**config.mk**
```make
export PLATFORM = sky130hd
export DESIGN_NAME = fifo_with_match_count_and_filter_flat
export DESIGN_NICKNAME = d
export VERILOG_FILES = /design/src/fwmcf_pkg.sv /design/src/fwmcf_req_if.sv /design/src/fwmcf_rsp_if.sv /design/src/fwmcf_ram.sv /design/src/fwmcf_ctrl.sv /design/src/fwmcf_dp.sv /design/src/fifo_with_match_count_and_filter.sv /design/src/flat_wrapper.sv
export VERILOG_INCLUDE_DIRS = /design/src /design/src/src
export SDC_FILE = /design/constraint.sdc
export NUM_CORES = 1
export LEC_CHECK = 0
export ABC_AREA = 1
export BUFFER_PORTS_ARGS = -buffer_cell sky130_fd_sc_hd__buf_2
export CAP_MARGIN = 20
export CORE_MARGIN = 2
export CORE_UTILIZATION = 40
export DETAILED_ROUTE_END_ITERATION = 6
export SYNTH_ARGS = -nofsm -noshare
export SYNTH_HDL_FRONTEND = slang
export SYNTH_SLANG_ARGS = --single-unit
```
**constraint.sdc**
```tcl
create_clock -name clk -period 3.8 [get_ports clk]
set_input_delay 0.38 -clock clk [delete_from_list [all_inputs] [get_ports clk]]
set_output_delay 0.38 -clock clk [all_outputs]
set_load 0.005 [all_outputs]
```
**src/fifo_with_match_count_and_filter_defines.svh**
```systemverilog
// Assertion macros shared by the match-count FIFO RTL.
`ifndef FIFO_WITH_MATCH_COUNT_AND_FILTER_DEFINES_SVH
`define FIFO_WITH_MATCH_COUNT_AND_FILTER_DEFINES_SVH
`ifndef ASSERT_OFF
`define FWMCF_ASSERT_SAME(lbl, clk, rst, ante, cons, msg) \
  lbl: assert property (@(posedge clk) disable iff (rst) (ante) |-> (cons)) else $error(msg);
`define FWMCF_ASSERT_NEXT(lbl, clk, rst, ante, cons, msg) \
  lbl: assert property (@(posedge clk) disable iff (rst) (ante) |=> (cons)) else $error(msg);
`else
`define FWMCF_ASSERT_SAME(lbl, clk, rst, ante, cons, msg)
`define FWMCF_ASSERT_NEXT(lbl, clk, rst, ante, cons, msg)
`endif
`endif

```
**src/fwmcf_pkg.sv**
```systemverilog
// Shared codes, controller states and control/status structs for the match-count FIFO.
package fwmcf_pkg;

  localparam int KIND_BITS   = 3;
  localparam int STATUS_BITS = 2;

  localparam logic [KIND_BITS-1:0] OP_ENQ    = 3'd0;
  localparam logic [KIND_BITS-1:0] OP_DEQ    = 3'd1;
  localparam logic [KIND_BITS-1:0] OP_FRONT  = 3'd2;
  localparam logic [KIND_BITS-1:0] OP_COUNT  = 3'd3;
  localparam logic [KIND_BITS-1:0] OP_REMOVE = 3'd4;
  localparam logic [KIND_BITS-1:0] OP_FIND   = 3'd5;

  localparam logic [STATUS_BITS-1:0] ST_OK       = 2'd0;
  localparam logic [STATUS_BITS-1:0] ST_EMPTY    = 2'd1;
  localparam logic [STATUS_BITS-1:0] ST_FULL     = 2'd2;
  localparam logic [STATUS_BITS-1:0] ST_NOTFOUND = 2'd3;

  typedef enum logic [1:0] {
    S_IDLE,
    S_DISPATCH,
    S_SCAN,
    S_FINISH
  } state_t;

  // controller -> datapath
  typedef struct packed {
    logic latch;     // capture the request payload
    logic start;     // clear scan counters
    logic scan;      // walk the stored entries
    logic rd_front;  // read the head entry
    logic commit;    // apply the state update and load the result register
  } ctl_t;

  // datapath -> controller
  typedef struct packed {
    logic is_scan_op;
    logic is_front;
    logic empty;
    logic scan_done;
    logic out_free;
  } stat_t;

endpackage

```
**src/fwmcf_req_if.sv**
```systemverilog
// Request channel: operation kind and value with a valid/ready handshake.
interface fwmcf_req_if #(
  parameter int VALUE_BITS = 8
);
  logic                                valid;
  logic                                ready;
  logic [fwmcf_pkg::KIND_BITS-1:0]     kind;
  logic [VALUE_BITS-1:0]               value;

  modport source (output valid, kind, value, input ready);
  modport sink   (input valid, kind, value, output ready);
endinterface

```
**src/fwmcf_rsp_if.sv**
```systemverilog
// Result channel: status, front value, counts and occupancy with a valid/ready handshake.
interface fwmcf_rsp_if #(
  parameter int VALUE_BITS = 8,
  parameter int COUNT_BITS = 5,
  parameter int POS_BITS   = 4
);
  logic                                valid;
  logic                                ready;
  logic [fwmcf_pkg::STATUS_BITS-1:0]   status;
  logic [VALUE_BITS-1:0]               front_value;
  logic [COUNT_BITS-1:0]               match_count;
  logic [POS_BITS-1:0]                 position;
  logic [COUNT_BITS-1:0]               occupancy;

  modport source (output valid, status, front_value, match_count, position, occupancy,
                  input ready);
  modport sink   (input valid, status, front_value, match_count, position, occupancy,
                  output ready);
endinterface

```
**src/fwmcf_ram.sv**
```systemverilog
// Generic single-write, single-read RAM with registered read data.
module fwmcf_ram #(
  parameter int WIDTH = 8,
  parameter int DEPTH = 16
) (
  input  logic                     clk,
  input  logic                     we,
  input  logic [$clog2(DEPTH)-1:0] waddr,
  input  logic [WIDTH-1:0]         wdata,
  input  logic                     re,
  input  logic [$clog2(DEPTH)-1:0] raddr,
  output logic [WIDTH-1:0]         rdata
);

  logic [WIDTH-1:0] mem [DEPTH];

  always_ff @(posedge clk) begin
    if (we) begin
      mem[waddr] <= wdata;
    end
    if (re) begin
      rdata <= mem[raddr];
    end
  end

endmodule

```
**src/fwmcf_ctrl.sv**
```systemverilog
// Controller state machine: sequences accept, dispatch, entry scan and result commit.
module fwmcf_ctrl (
  input  logic              clk,
  input  logic              rst,
  input  logic              in_valid,
  output logic              in_ready,
  input  fwmcf_pkg::stat_t  stat,
  output fwmcf_pkg::ctl_t   ctl
);

  fwmcf_pkg::state_t state, state_next;

  always_ff @(posedge clk) begin
    if (rst) begin
      state <= fwmcf_pkg::S_IDLE;
    end else begin
      state <= state_next;
    end
  end

  always_comb begin
    state_next = state;
    unique case (state)
      fwmcf_pkg::S_IDLE: begin
        if (in_valid) state_next = fwmcf_pkg::S_DISPATCH;
      end
      fwmcf_pkg::S_DISPATCH: begin
        if (!stat.empty && stat.is_scan_op) state_next = fwmcf_pkg::S_SCAN;
        else                                 state_next = fwmcf_pkg::S_FINISH;
      end
      fwmcf_pkg::S_SCAN: begin
        if (stat.scan_done) state_next = fwmcf_pkg::S_FINISH;
      end
      fwmcf_pkg::S_FINISH: begin
        if (stat.out_free) state_next = fwmcf_pkg::S_IDLE;
      end
      default: state_next = fwmcf_pkg::S_IDLE;
    endcase
  end

  always_comb begin
    in_ready     = 1'b0;
    ctl          = '0;
    unique case (state)
      fwmcf_pkg::S_IDLE: begin
        in_ready  = 1'b1;
        ctl.latch = in_valid;
      end
      fwmcf_pkg::S_DISPATCH: begin
        ctl.start    = 1'b1;
        // head read lands in the RAM output register for the finish cycle
        ctl.rd_front = stat.is_front && !stat.empty;
      end
      fwmcf_pkg::S_SCAN: begin
        ctl.scan = 1'b1;
      end
      fwmcf_pkg::S_FINISH: begin
        ctl.commit = stat.out_free;
      end
      default: ;
    endcase
  end

endmodule

```
**src/fwmcf_dp.sv**
```systemverilog
// Datapath: circular entry store, head/fill pointers, scan counters and result register.
module fwmcf_dp #(
  parameter int DEPTH      = 16,
  parameter int VALUE_BITS = 8,
  localparam int AW = $clog2(DEPTH),
  localparam int CW = $clog2(DEPTH + 1)
) (
  input  logic                               clk,
  input  logic                               rst,
  input  fwmcf_pkg::ctl_t                    ctl,
  output fwmcf_pkg::stat_t                   stat,
  input  logic [fwmcf_pkg::KIND_BITS-1:0]    in_kind,
  input  logic [VALUE_BITS-1:0]              in_value,
  input  logic                               out_ready,
  output logic                               out_valid,
  output logic [fwmcf_pkg::STATUS_BITS-1:0]  out_status,
  output logic [VALUE_BITS-1:0]              out_front,
  output logic [CW-1:0]                      out_match,
  output logic [AW-1:0]                      out_pos,
  output logic [CW-1:0]                      out_occ
);

  localparam int SW = AW + 1;
  localparam logic [CW-1:0] FULL_LEVEL = CW'(DEPTH);

  // store index of an entry given its distance from the head
  function automatic logic [AW-1:0] slot_of(input logic [AW-1:0] base,
                                            input logic [CW-1:0] off);
    logic [SW-1:0] sum;
    sum = SW'(base) + SW'(off);
    if (sum >= SW'(DEPTH)) sum = sum - SW'(DEPTH);
    return sum[AW-1:0];
  endfunction

  logic [AW-1:0]                     head, head_next;
  logic [CW-1:0]                     fill, fill_next;
  logic [fwmcf_pkg::KIND_BITS-1:0]   kind_r;
  logic [VALUE_BITS-1:0]             value_r;
  logic [CW-1:0]                     scan_idx;
  logic                              cmp_valid;
  logic [AW-1:0]                     cmp_idx;
  logic [CW-1:0]                     wr_idx;
  logic [CW-1:0]                     hit_total;
  logic                              found;
  logic [AW-1:0]                     pos;

  logic [fwmcf_pkg::STATUS_BITS-1:0] r_status;
  logic [VALUE_BITS-1:0]             r_front;
  logic [CW-1:0]                     r_match;
  logic [AW-1:0]                     r_pos;

  logic                              ram_we, ram_re;
  logic [AW-1:0]                     ram_waddr, ram_raddr;
  logic [VALUE_BITS-1:0]             ram_wdata, ram_rdata;

  logic hit, scan_issue, scan_wr, enq_wr;

  assign hit        = (ram_rdata == value_r);
  assign scan_issue = ctl.scan && (scan_idx != fill);
  // compaction: kept entries move down to the write offset, order preserved
  assign scan_wr    = ctl.scan && cmp_valid && (kind_r == fwmcf_pkg::OP_REMOVE) && !hit;
  assign enq_wr     = ctl.commit && (kind_r == fwmcf_pkg::OP_ENQ) && (fill != FULL_LEVEL);

  assign ram_re    = scan_issue || ctl.rd_front;
  assign ram_raddr = ctl.rd_front ? head : slot_of(head, scan_idx);
  assign ram_we    = scan_wr || enq_wr;
  assign ram_waddr = scan_wr ? slot_of(head, wr_idx) : slot_of(head, fill);
  assign ram_wdata = scan_wr ? ram_rdata : value_r;

  fwmcf_ram #(
    .WIDTH (VALUE_BITS),
    .DEPTH (DEPTH)
  ) u_ram (
    .clk   (clk),
    .we    (ram_we),
    .waddr (ram_waddr),
    .wdata (ram_wdata),
    .re    (ram_re),
    .raddr (ram_raddr),
    .rdata (ram_rdata)
  );

  assign stat.is_scan_op = (kind_r == fwmcf_pkg::OP_COUNT) ||
                           (kind_r == fwmcf_pkg::OP_REMOVE) ||
                           (kind_r == fwmcf_pkg::OP_FIND);
  assign stat.is_front   = (kind_r == fwmcf_pkg::OP_FRONT);
  assign stat.empty      = (fill == '0);
  assign stat.scan_done  = (scan_idx == fill) && !cmp_valid;
  assign stat.out_free   = !out_valid || out_ready;

  always_comb begin
    head_next = head;
    fill_next = fill;
    r_status  = fwmcf_pkg::ST_OK;
    r_front   = '0;
    r_match   = '0;
    r_pos     = '0;
    if (kind_r == fwmcf_pkg::OP_ENQ) begin
      if (fill == FULL_LEVEL) r_status  = fwmcf_pkg::ST_FULL;
      else                    fill_next = fill + CW'(1);
    end else if (kind_r <= fwmcf_pkg::OP_FIND) begin
      if (fill == '0) begin
        r_status = fwmcf_pkg::ST_EMPTY;
      end else begin
        unique case (kind_r)
          fwmcf_pkg::OP_DEQ: begin
            head_next = slot_of(head, CW'(1));
            fill_next = fill - CW'(1);
          end
          fwmcf_pkg::OP_FRONT: begin
            r_front = ram_rdata;
          end
          fwmcf_pkg::OP_COUNT: begin
            r_match = hit_total;
          end
          fwmcf_pkg::OP_REMOVE: begin
            r_match   = hit_total;
            fill_next = wr_idx;
            if (wr_idx == '0) head_next = '0;
          end
          fwmcf_pkg::OP_FIND: begin
            if (found) r_pos    = pos;
            else       r_status = fwmcf_pkg::ST_NOTFOUND;
          end
          default: ;
        endcase
      end
    end
  end

  always_ff @(posedge clk) begin
    if (rst) begin
      head      <= '0;
      fill      <= '0;
      out_valid <= 1'b0;
      cmp_valid <= 1'b0;
    end else begin
      cmp_valid <= scan_issue;
      if (ctl.commit) begin
        head      <= head_next;
        fill      <= fill_next;
        out_valid <= 1'b1;
      end else if (out_ready) begin
        out_valid <= 1'b0;
      end
    end
  end

  always_ff @(posedge clk) begin
    if (ctl.latch) begin
      kind_r  <= in_kind;
      value_r <= in_value;
    end
    if (ctl.start) begin
      scan_idx  <= '0;
      wr_idx    <= '0;
      hit_total <= '0;
      found     <= 1'b0;
      pos       <= '0;
    end else if (ctl.scan) begin
      if (scan_issue) begin
        scan_idx <= scan_idx + CW'(1);
        cmp_idx  <= scan_idx[AW-1:0];
      end
      if (cmp_valid) begin
        if (hit) begin
          hit_total <= hit_total + CW'(1);
          if (!found) begin
            found <= 1'b1;
            pos   <= cmp_idx;
          end
        end else begin
          wr_idx <= wr_idx + CW'(1);
        end
      end
    end
    if (ctl.commit) begin
      out_status <= r_status;
      out_front  <= r_front;
      out_match  <= r_match;
      out_pos    <= r_pos;
      out_occ    <= fill_next;
    end
  end

endmodule

```
**src/fifo_with_match_count_and_filter.sv**
```systemverilog
// Bounded FIFO of small values with count, remove-all and find operations.
//
// req channel carries one operation (kind) and a value; rsp returns exactly one
// result per request: status, front value, match count, position, occupancy.
// Handshakes are valid/ready; a transfer happens when both are high.
// One request is in work at a time. Enqueue, dequeue, read front and unused
// kinds go from transfer to result valid through accept, dispatch and commit.
// Count, remove and find walk the stored entries through the single RAM read
// port, one entry per cycle, between dispatch and commit; the next request is
// taken the cycle after the result is loaded.
// Remove compacts the survivors in place through the RAM write port during
// the same walk.
// The result sits in an output register: a stalled receiver does not block the
// next request, only the commit of its result, which waits until the register
// frees up.
// Reset (synchronous, active high) empties the queue and drops any pending
// result; the entry store itself is not cleared and needs no clearing pass.
module fifo_with_match_count_and_filter #(
  parameter int DEPTH      = 16,
  parameter int VALUE_BITS = 8
) (
  input logic             clk,
  input logic             rst,
  fwmcf_req_if.sink       req,
  fwmcf_rsp_if.source     rsp
);

  `include "fifo_with_match_count_and_filter_defines.svh"

  localparam int CW = $clog2(DEPTH + 1);
  localparam logic [CW-1:0] OCC_FULL = CW'(DEPTH);

  fwmcf_pkg::ctl_t  ctl;
  fwmcf_pkg::stat_t stat;

  fwmcf_ctrl u_ctrl (
    .clk      (clk),
    .rst      (rst),
    .in_valid (req.valid),
    .in_ready (req.ready),
    .stat     (stat),
    .ctl      (ctl)
  );

  fwmcf_dp #(
    .DEPTH      (DEPTH),
    .VALUE_BITS (VALUE_BITS)
  ) u_dp (
    .clk        (clk),
    .rst        (rst),
    .ctl        (ctl),
    .stat       (stat),
    .in_kind    (req.kind),
    .in_value   (req.value),
    .out_ready  (rsp.ready),
    .out_valid  (rsp.valid),
    .out_status (rsp.status),
    .out_front  (rsp.front_value),
    .out_match  (rsp.match_count),
    .out_pos    (rsp.position),
    .out_occ    (rsp.occupancy)
  );

  `FWMCF_ASSERT_NEXT(a_one_in_work, clk, rst, req.valid && req.ready, !req.ready, "request taken while busy")
  `FWMCF_ASSERT_SAME(a_commit_free, clk, rst, ctl.commit, !rsp.valid || rsp.ready, "result overwritten")
  `FWMCF_ASSERT_SAME(a_full_occ, clk, rst, rsp.valid && rsp.status == fwmcf_pkg::ST_FULL, rsp.occupancy == OCC_FULL, "full status without full queue")
  `FWMCF_ASSERT_SAME(a_empty_res, clk, rst, rsp.valid && rsp.status == fwmcf_pkg::ST_EMPTY, rsp.occupancy == '0 && rsp.match_count == '0, "empty status with entries")

endmodule
```
**src/flat_wrapper.sv**
```systemverilog
// flat-port wrapper written by rule: the top's interface ports become plain ports
module fifo_with_match_count_and_filter_flat 
#(
  parameter int DEPTH      = 16,
  parameter int VALUE_BITS = 8
)
  (clk, rst, req_valid, req_kind, req_value, req_ready, rsp_valid, rsp_status, rsp_front_value, rsp_match_count, rsp_position, rsp_occupancy, rsp_ready);
  fwmcf_req_if #(.VALUE_BITS(VALUE_BITS)) req_i ();
  fwmcf_rsp_if #(.VALUE_BITS(VALUE_BITS)) rsp_i ();
  input logic clk;
  input logic rst;
  input wire logic [$bits(req_i.valid)-1:0] req_valid;
  input wire logic [$bits(req_i.kind)-1:0] req_kind;
  input wire logic [$bits(req_i.value)-1:0] req_value;
  output wire logic [$bits(req_i.ready)-1:0] req_ready;
  output wire logic [$bits(rsp_i.valid)-1:0] rsp_valid;
  output wire logic [$bits(rsp_i.status)-1:0] rsp_status;
  output wire logic [$bits(rsp_i.front_value)-1:0] rsp_front_value;
  output wire logic [$bits(rsp_i.match_count)-1:0] rsp_match_count;
  output wire logic [$bits(rsp_i.position)-1:0] rsp_position;
  output wire logic [$bits(rsp_i.occupancy)-1:0] rsp_occupancy;
  input wire logic [$bits(rsp_i.ready)-1:0] rsp_ready;
  assign req_i.valid = req_valid;
  assign req_i.kind = req_kind;
  assign req_i.value = req_value;
  assign req_ready = req_i.ready;
  assign rsp_valid = rsp_i.valid;
  assign rsp_status = rsp_i.status;
  assign rsp_front_value = rsp_i.front_value;
  assign rsp_match_count = rsp_i.match_count;
  assign rsp_position = rsp_i.position;
  assign rsp_occupancy = rsp_i.occupancy;
  assign rsp_i.ready = rsp_ready;
  fifo_with_match_count_and_filter #(.DEPTH(DEPTH), .VALUE_BITS(VALUE_BITS)) u_core (.clk(clk), .rst(rst), .req(req_i), .rsp(rsp_i));
endmodule
```
======== Yosys cells after proc, flatten, opt, wreduce, memory -nomap -nowiden ========
Memory sizes are Yosys's and may differ from the RTL's. A register that Yosys moved wholly into a read port is not among the register bits.
Index checks and enable logic that the tools add are counted.
W data, S select, Z words.
storage, ports and cells
  bits in registers ....................... 72
  RAM bits ................................ 128
  bits of input ports ..................... 15
  output and inout bits ................... 26
  word-level logic and storage cells ...... 133
  memories ................................ 1
memories
  memory                 words  width  rd ports  clocked after memory_dff  wr ports  RTL line         text
  u_core.u_dp.u_ram.mem  16     8      1         1                         1         fwmcf_ram.sv:15  logic [WIDTH-1:0] mem [DEPTH];
operators by class
  add/sub/neg operators ................... 13
  order comparisons ....................... 5
  eq/ne operators ......................... 17
  mux-type cells .......................... 35
  bitwise operators ....................... 9
  reductions and logical operators ........ 35
operator list
  kind                   count
  $mux W4                7
  $add A5 B1 Y5 const B  4
  $ge A5 B5 Y1 const B   4
  $mux W5                4
  $mux W2                9
  $sub A4 B1 Y4 const B  4
  $add A4 B5 Y5          3
  $reduce_and A3 Y1      4
  $mux W1                11
  $logic_not A5 Y1       2
  $pmux W5 S2            1
  $logic_and A1 B1 Y1    9
  $not A1 Y1             9
  $eq A8 B8 Y1           1
  $mux W8                1
  $pmux W2 S4            1
  $pmux W4 S2            1
  $reduce_or A4 Y1       2
  $eq A3 B2 Y1 const B   2
  $eq A3 B3 Y1 const B   2
  $reduce_and A6 Y1      1
  $add A4 B1 Y5 const B  1
  $eq A5 B5 Y1           1
  $eq A5 B5 Y1 const B   1
  18 further kinds       29

======== Depth between registers and ports, before layout ========
  word-level depth ........................ 8
  depth in mapped cells ................... 19
  mapped depth without buffers ............ 19

======== Hierarchy ========
From an unflattened synthesis, not the netlist that was laid out.
unflattened totals
  cell total of the unflattened synthesis .. 1048
  area total of the unflattened synthesis .. 9867.0 um^2
by module, submodules not included
  module      instances  cells each  area each (um^2)  sequential area each (um^2)
  fwmcf_ram   1          551         5846.9            4083.9
  fwmcf_dp    1          462         3778.6            1791.7
  fwmcf_ctrl  1          35          241.5             40.0

======== Worst setup path before layout ========
No wires, ideal clock.
  kind .................................... register -> register
  from .................................... register u_core.u_dp.kind_r[1] (netlist name)
  to ...................................... memory u_core.u_dp.u_ram.mem[10][0], enable pin
  setup time .............................. 0.370 ns
  arrival ................................. 2.675 ns
  data required time ...................... 3.430 ns
  path slack .............................. 0.755 ns
  stages on the path, launching flop included .. 17
  path buffers ............................ 1
  period minus slack after synthesis ...... 3.045 ns
  cells stage by stage .................... edfxtp_1 > nor2_1 > nand2_2 > nor2_1 > nand2_1 > clkbuf_1 > nand2_1 > o21ai_0 > ha_1 > a21oi_1 > nand2_1 > xor2_1 > inv_1 > nand3_1 > nand2_1 > nand2_1 > nor2_1
between the ends
  word-level cells in the longest chain between the ends .. 6
  elaborated cells on any way between the ends .. 10
  those cells by class .................... eq/ne (1); mux (3); reduce/logical (6)
ends and longest elaborated chain
  element                                                  RTL line                        text
  start, declared                                          fwmcf_dp.sv:37                  logic [fwmcf_pkg::KIND_BITS-1:0] kind_r;
  start signal, assigned                                   fwmcf_dp.sv:151                 kind_r <= in_kind;
  $eq A3 B3 Y1 / $logic_not A3 Y1 (equally long branches)  fwmcf_dp.sv:61, fwmcf_dp.sv:62
  $logic_and A1 B1 Y1 (on tied branches) (2 in series)     fwmcf_dp.sv:61, fwmcf_dp.sv:62
  $logic_or A1 B1 Y1                                       fwmcf_dp.sv:66                  assign ram_we = scan_wr || enq_wr;
  $mux W1                                                  fwmcf_ram.sv:18                 if (we) begin
  $mux W1 (not written as such)                            fwmcf_ram.sv:19                 mem[waddr] <= wdata;
  end, declared                                            fwmcf_ram.sv:15
Parallel ways exist; a longest one is shown, timed or not.

======== Final worst setup path ========
  from .................................... register u_core.u_dp.u_ram.rdata[3] (read register of u_core.u_dp.u_ram.mem)
  to ...................................... memory u_core.u_dp.u_ram.mem[5][0], enable pin
between the ends
  word-level cells in the longest chain between the ends .. 6
  elaborated cells on any way between the ends .. 7
  those cells by class .................... eq/ne (1); mux (3); reduce/logical (3)
ends and longest elaborated chain
  element                        RTL line         text
  start, declared                fwmcf_ram.sv:12  output logic [WIDTH-1:0] rdata
  $eq A8 B8 Y1 *                 fwmcf_dp.sv:58   assign hit = (ram_rdata == value_r);
  $logic_not A1 Y1 *             fwmcf_dp.sv:61   assign scan_wr = ctl.scan && cmp_valid && (kind_r == fwmcf_pkg::OP_REMOVE) && !hit;
  $logic_and A1 B1 Y1 *          fwmcf_dp.sv:61
  $logic_or A1 B1 Y1             fwmcf_dp.sv:66
  $mux W1                        fwmcf_ram.sv:18
  $mux W1 (not written as such)  fwmcf_ram.sv:19
Every way passes the cells marked *; elsewhere a longest branch is shown, timed or not.

==> flow_summary.toml <==
[timing]
relSlewSlack_pct = 30.7
finClkSkew_ns = 0.0111
slew_viol_final = 0
min_period_ns = 3.44
fin_ws_ns = 0.356
finalSetupTns_ns = 0
period_share_pct = 90.6
hold_viol = 0
whs_ns = 0.0335
setup_viol = 0
grt_setup_unrepaired = "false"
tightest_slew_ns = 1.04
clock.fmax_mhz = 290

[floorplan]
start_util_pct = 40.5
ios = 41
core_area_um2 = 24200
dieArea_um2 = 25700
die_y_um = 160
rows = 57
die_x_um = 160

[global_route]
grt_max_degree = 49
first_global_vias = 6728
grtUsageTotal_pct = 18.1
grt-ovfl-total = 0
grt_antenna_before_repair = 0
grt_pass1_wl_mm = 36.7

[critical_path]
cpPeakStageDelay_ns = 0.56
critical_path_required_ns = 3.95
cpLargestDelayFamily = "simple AND/OR/NAND/NOR gates"
cp_cell_sequence = "inv_1 -> nand2_1 -> nand4_1 -> nor2_1 -> nand2_1 -> nand2_1 -> inv_1 -> o21ai_1 -> inv_1 -> ha_1 -> nand3_1 -> nand2_1 -> xor2_1 -> inv_1 -> nand3_1 -> nand3_1 -> nor2_1"
cp_slowest_cell = "nor2_1"
startpoint_type = "register"
critPathArrivalTime_ns = 3.59
crit_type = "register to register"
critPathCaptureType = "register"
path_max_fanout = 8
cp_num_buf_inv = 4

[route]
drc_errors = 0
wl_per_cell_um = 16.1
first_pass_iters = 5
drt-vias-per-instance = 4.86
routed_wl_mm = 23.1
ant_nets = 0
drtIter0Drc = 639
vias = 6948

[clock_network]
root_buffer = "clkbuf_16"
clockBufferDepth = 3
clock_latency_ns = 0.52
path_clk_slew_ns = 0.06
cts.sinks = 208
htreeDepth = 1
post_cts_buffers = 0
cts_tree = "yes"
cts_made_buffers = 24
cts-resized-gates = 0
cts-hold-fix-buffers = 0

[synthesis]
syn_area_um2 = 9790
syn_area_per_cell_um2 = 9.59
yosysSeqAreaShare_pct = 60.4
ys_ff_latch = 208
synth.top_cell.area_share_pct = 53.7
syn_inst = 1020
synthTopCellsByArea = "edfxtp_1 54%, nand2_1 8.1%, nand3_1 8.0%"
ys_warn_count = 0
synth_fp_nets = 1054
synth.distinct_cells = 35
async_flop_share_pct = 0
yosysTopAreaCell = "edfxtp_1"
synth_edf_count = 175
synth_flop_cell = "edfxtp_1"

[final_layout]
num-nets-final = 1124
fillers = 2243
layout_common_cells = "210 x nand2_1, 202 x inv_1, 175 x edfxtp_1"
area_growth_pct = 15.4
n_antenna_cell = 0
drive_gt1_share_pct = 12.0
final_common_cell = "nand2_1"
design_area_um2 = 11300

[place]
port_buffers = 40
post_dp_cell_area_um2 = 10500
place_congestion = 0.818
dp_hpwl_mm = 15.3
place_worst_setup_slack_ns = 0.279

[power_and_ir_drop]
total_power_mw = 7.05
ir_drop_mv = 0.456
p_per_area_nw_per_um2 = 624
p_leak_nw = 4.86

[worst_hold_path]
hold_path.class = "input port to register"

[job]
cap_violations = 0

[outcome]
status = "finished clean"
==> where the power goes <==
part	leakage (nW)	internal, mW	switching, mW
Sequential	1.86	2.72	0.101
Combinational	2.62	0.539	1.33
Clock	0.385	1.44	0.912
Total	4.86	4.71	2.34
==> worst paths after layout <==
| kind | start | to | slack [ns] | cells past startpoint |
|---|---|---|---|---|
| worst min register to register | u_core.u_dp.pos[2]$_SDFFE_PP0P_ | u_core.u_dp.pos[2]$_SDFFE_PP0P_ | 0.45 | 2 |
| worst min-delay path | req_kind[2] | u_core.u_dp.kind_r[2]$_DFFE_PP_ | 0.03 | 1 |
| worst max register to register | u_core.u_dp.u_ram.rdata[3]$_DFFE_PP_ | u_core.u_dp.u_ram.mem[5][0]$_DFFE_PP_ | 0.36 | 17 |
| worst max-delay path | u_core.u_dp.u_ram.rdata[3]$_DFFE_PP_ | u_core.u_dp.u_ram.mem[5][0]$_DFFE_PP_ | 0.36 | 17 |
==> cells in the mapped netlist (3+ instances only) <==
cell type	count
buf_4	9
nor2_1	51
o22ai_1	3
inv_1	202
ha_1	17
nand4_1	7
nor3_1	10
clkbuf_1	5
o21ai_0	43
buf_6	3
edfxtp_1	175
xor2_1	6
buf_2	12
xnor2_1	8
nand2_1	210
nand3_1	157
a21oi_1	31
nand2_2	5
dfxtp_1	33
inv_2	5
nand3b_1	8
==> kinds of logic (layout without fill, tap and decap cells) <==
logic type               after synthesis  count (layout)  synth area share (%)
adder cells (fa/ha/maj)               19              19                  2.58
XOR/XNOR                              14              14                  1.25
flip-flops                           208             208                  60.4
buffers and inverters                236             323                  9.78
AO/OA/AOI/OAI                         84              84                  4.59
AND/OR/NAND/NOR                      459             459                  21.3
==> registers in the layout, summed over array words and instances, names as in the netlist, 5 cells and up <==
name / count
u_core.u_dp.u_ram.mem: 128
u_core.u_dp.out_front: 8
u_core.u_dp.u_ram.rdata: 8
u_core.u_dp.value_r: 8
u_core.u_dp.fill: 5
u_core.u_dp.hit_total: 5
u_core.u_dp.out_match: 5
u_core.u_dp.out_occ: 5
u_core.u_dp.scan_idx: 5
u_core.u_dp.wr_idx: 5
==> area by class of cell <==
type	count	area, um^2	share of cell area [%]
Clock inverter	11	175	1.55
Timing Repair Buffer	73	460	4.08
Multi-Input combinational cell	576	2930	25.9
Sequential cell	208	5920	52.4
Inverter	207	777	6.88
Tap cell	324	405	3.59
Clock buffer	32	631	5.59
==> routing by layer <==
metal / share of wire [%] / track usage [%] / vias up
li1: - / - / 3465
met1: 44 / 24.1 / 3263
met2: 49 / 31.2 / 173
met3: 4.8 / 2.58 / 47
met4: 3.1 / 5.00 / 0
met5: 0 / 0 / -
==> through the flow <==
step | utilization [%] | std cells
floorplan | - | 1020
global placement | 43.4 | 1388
detailed placement | 43.4 | 1388
CTS | 46.7 | 1431
global route | 46.7 | 1431
finish | 46.7 | 1431
Note: power is estimated with default switching activity, not from simulation.
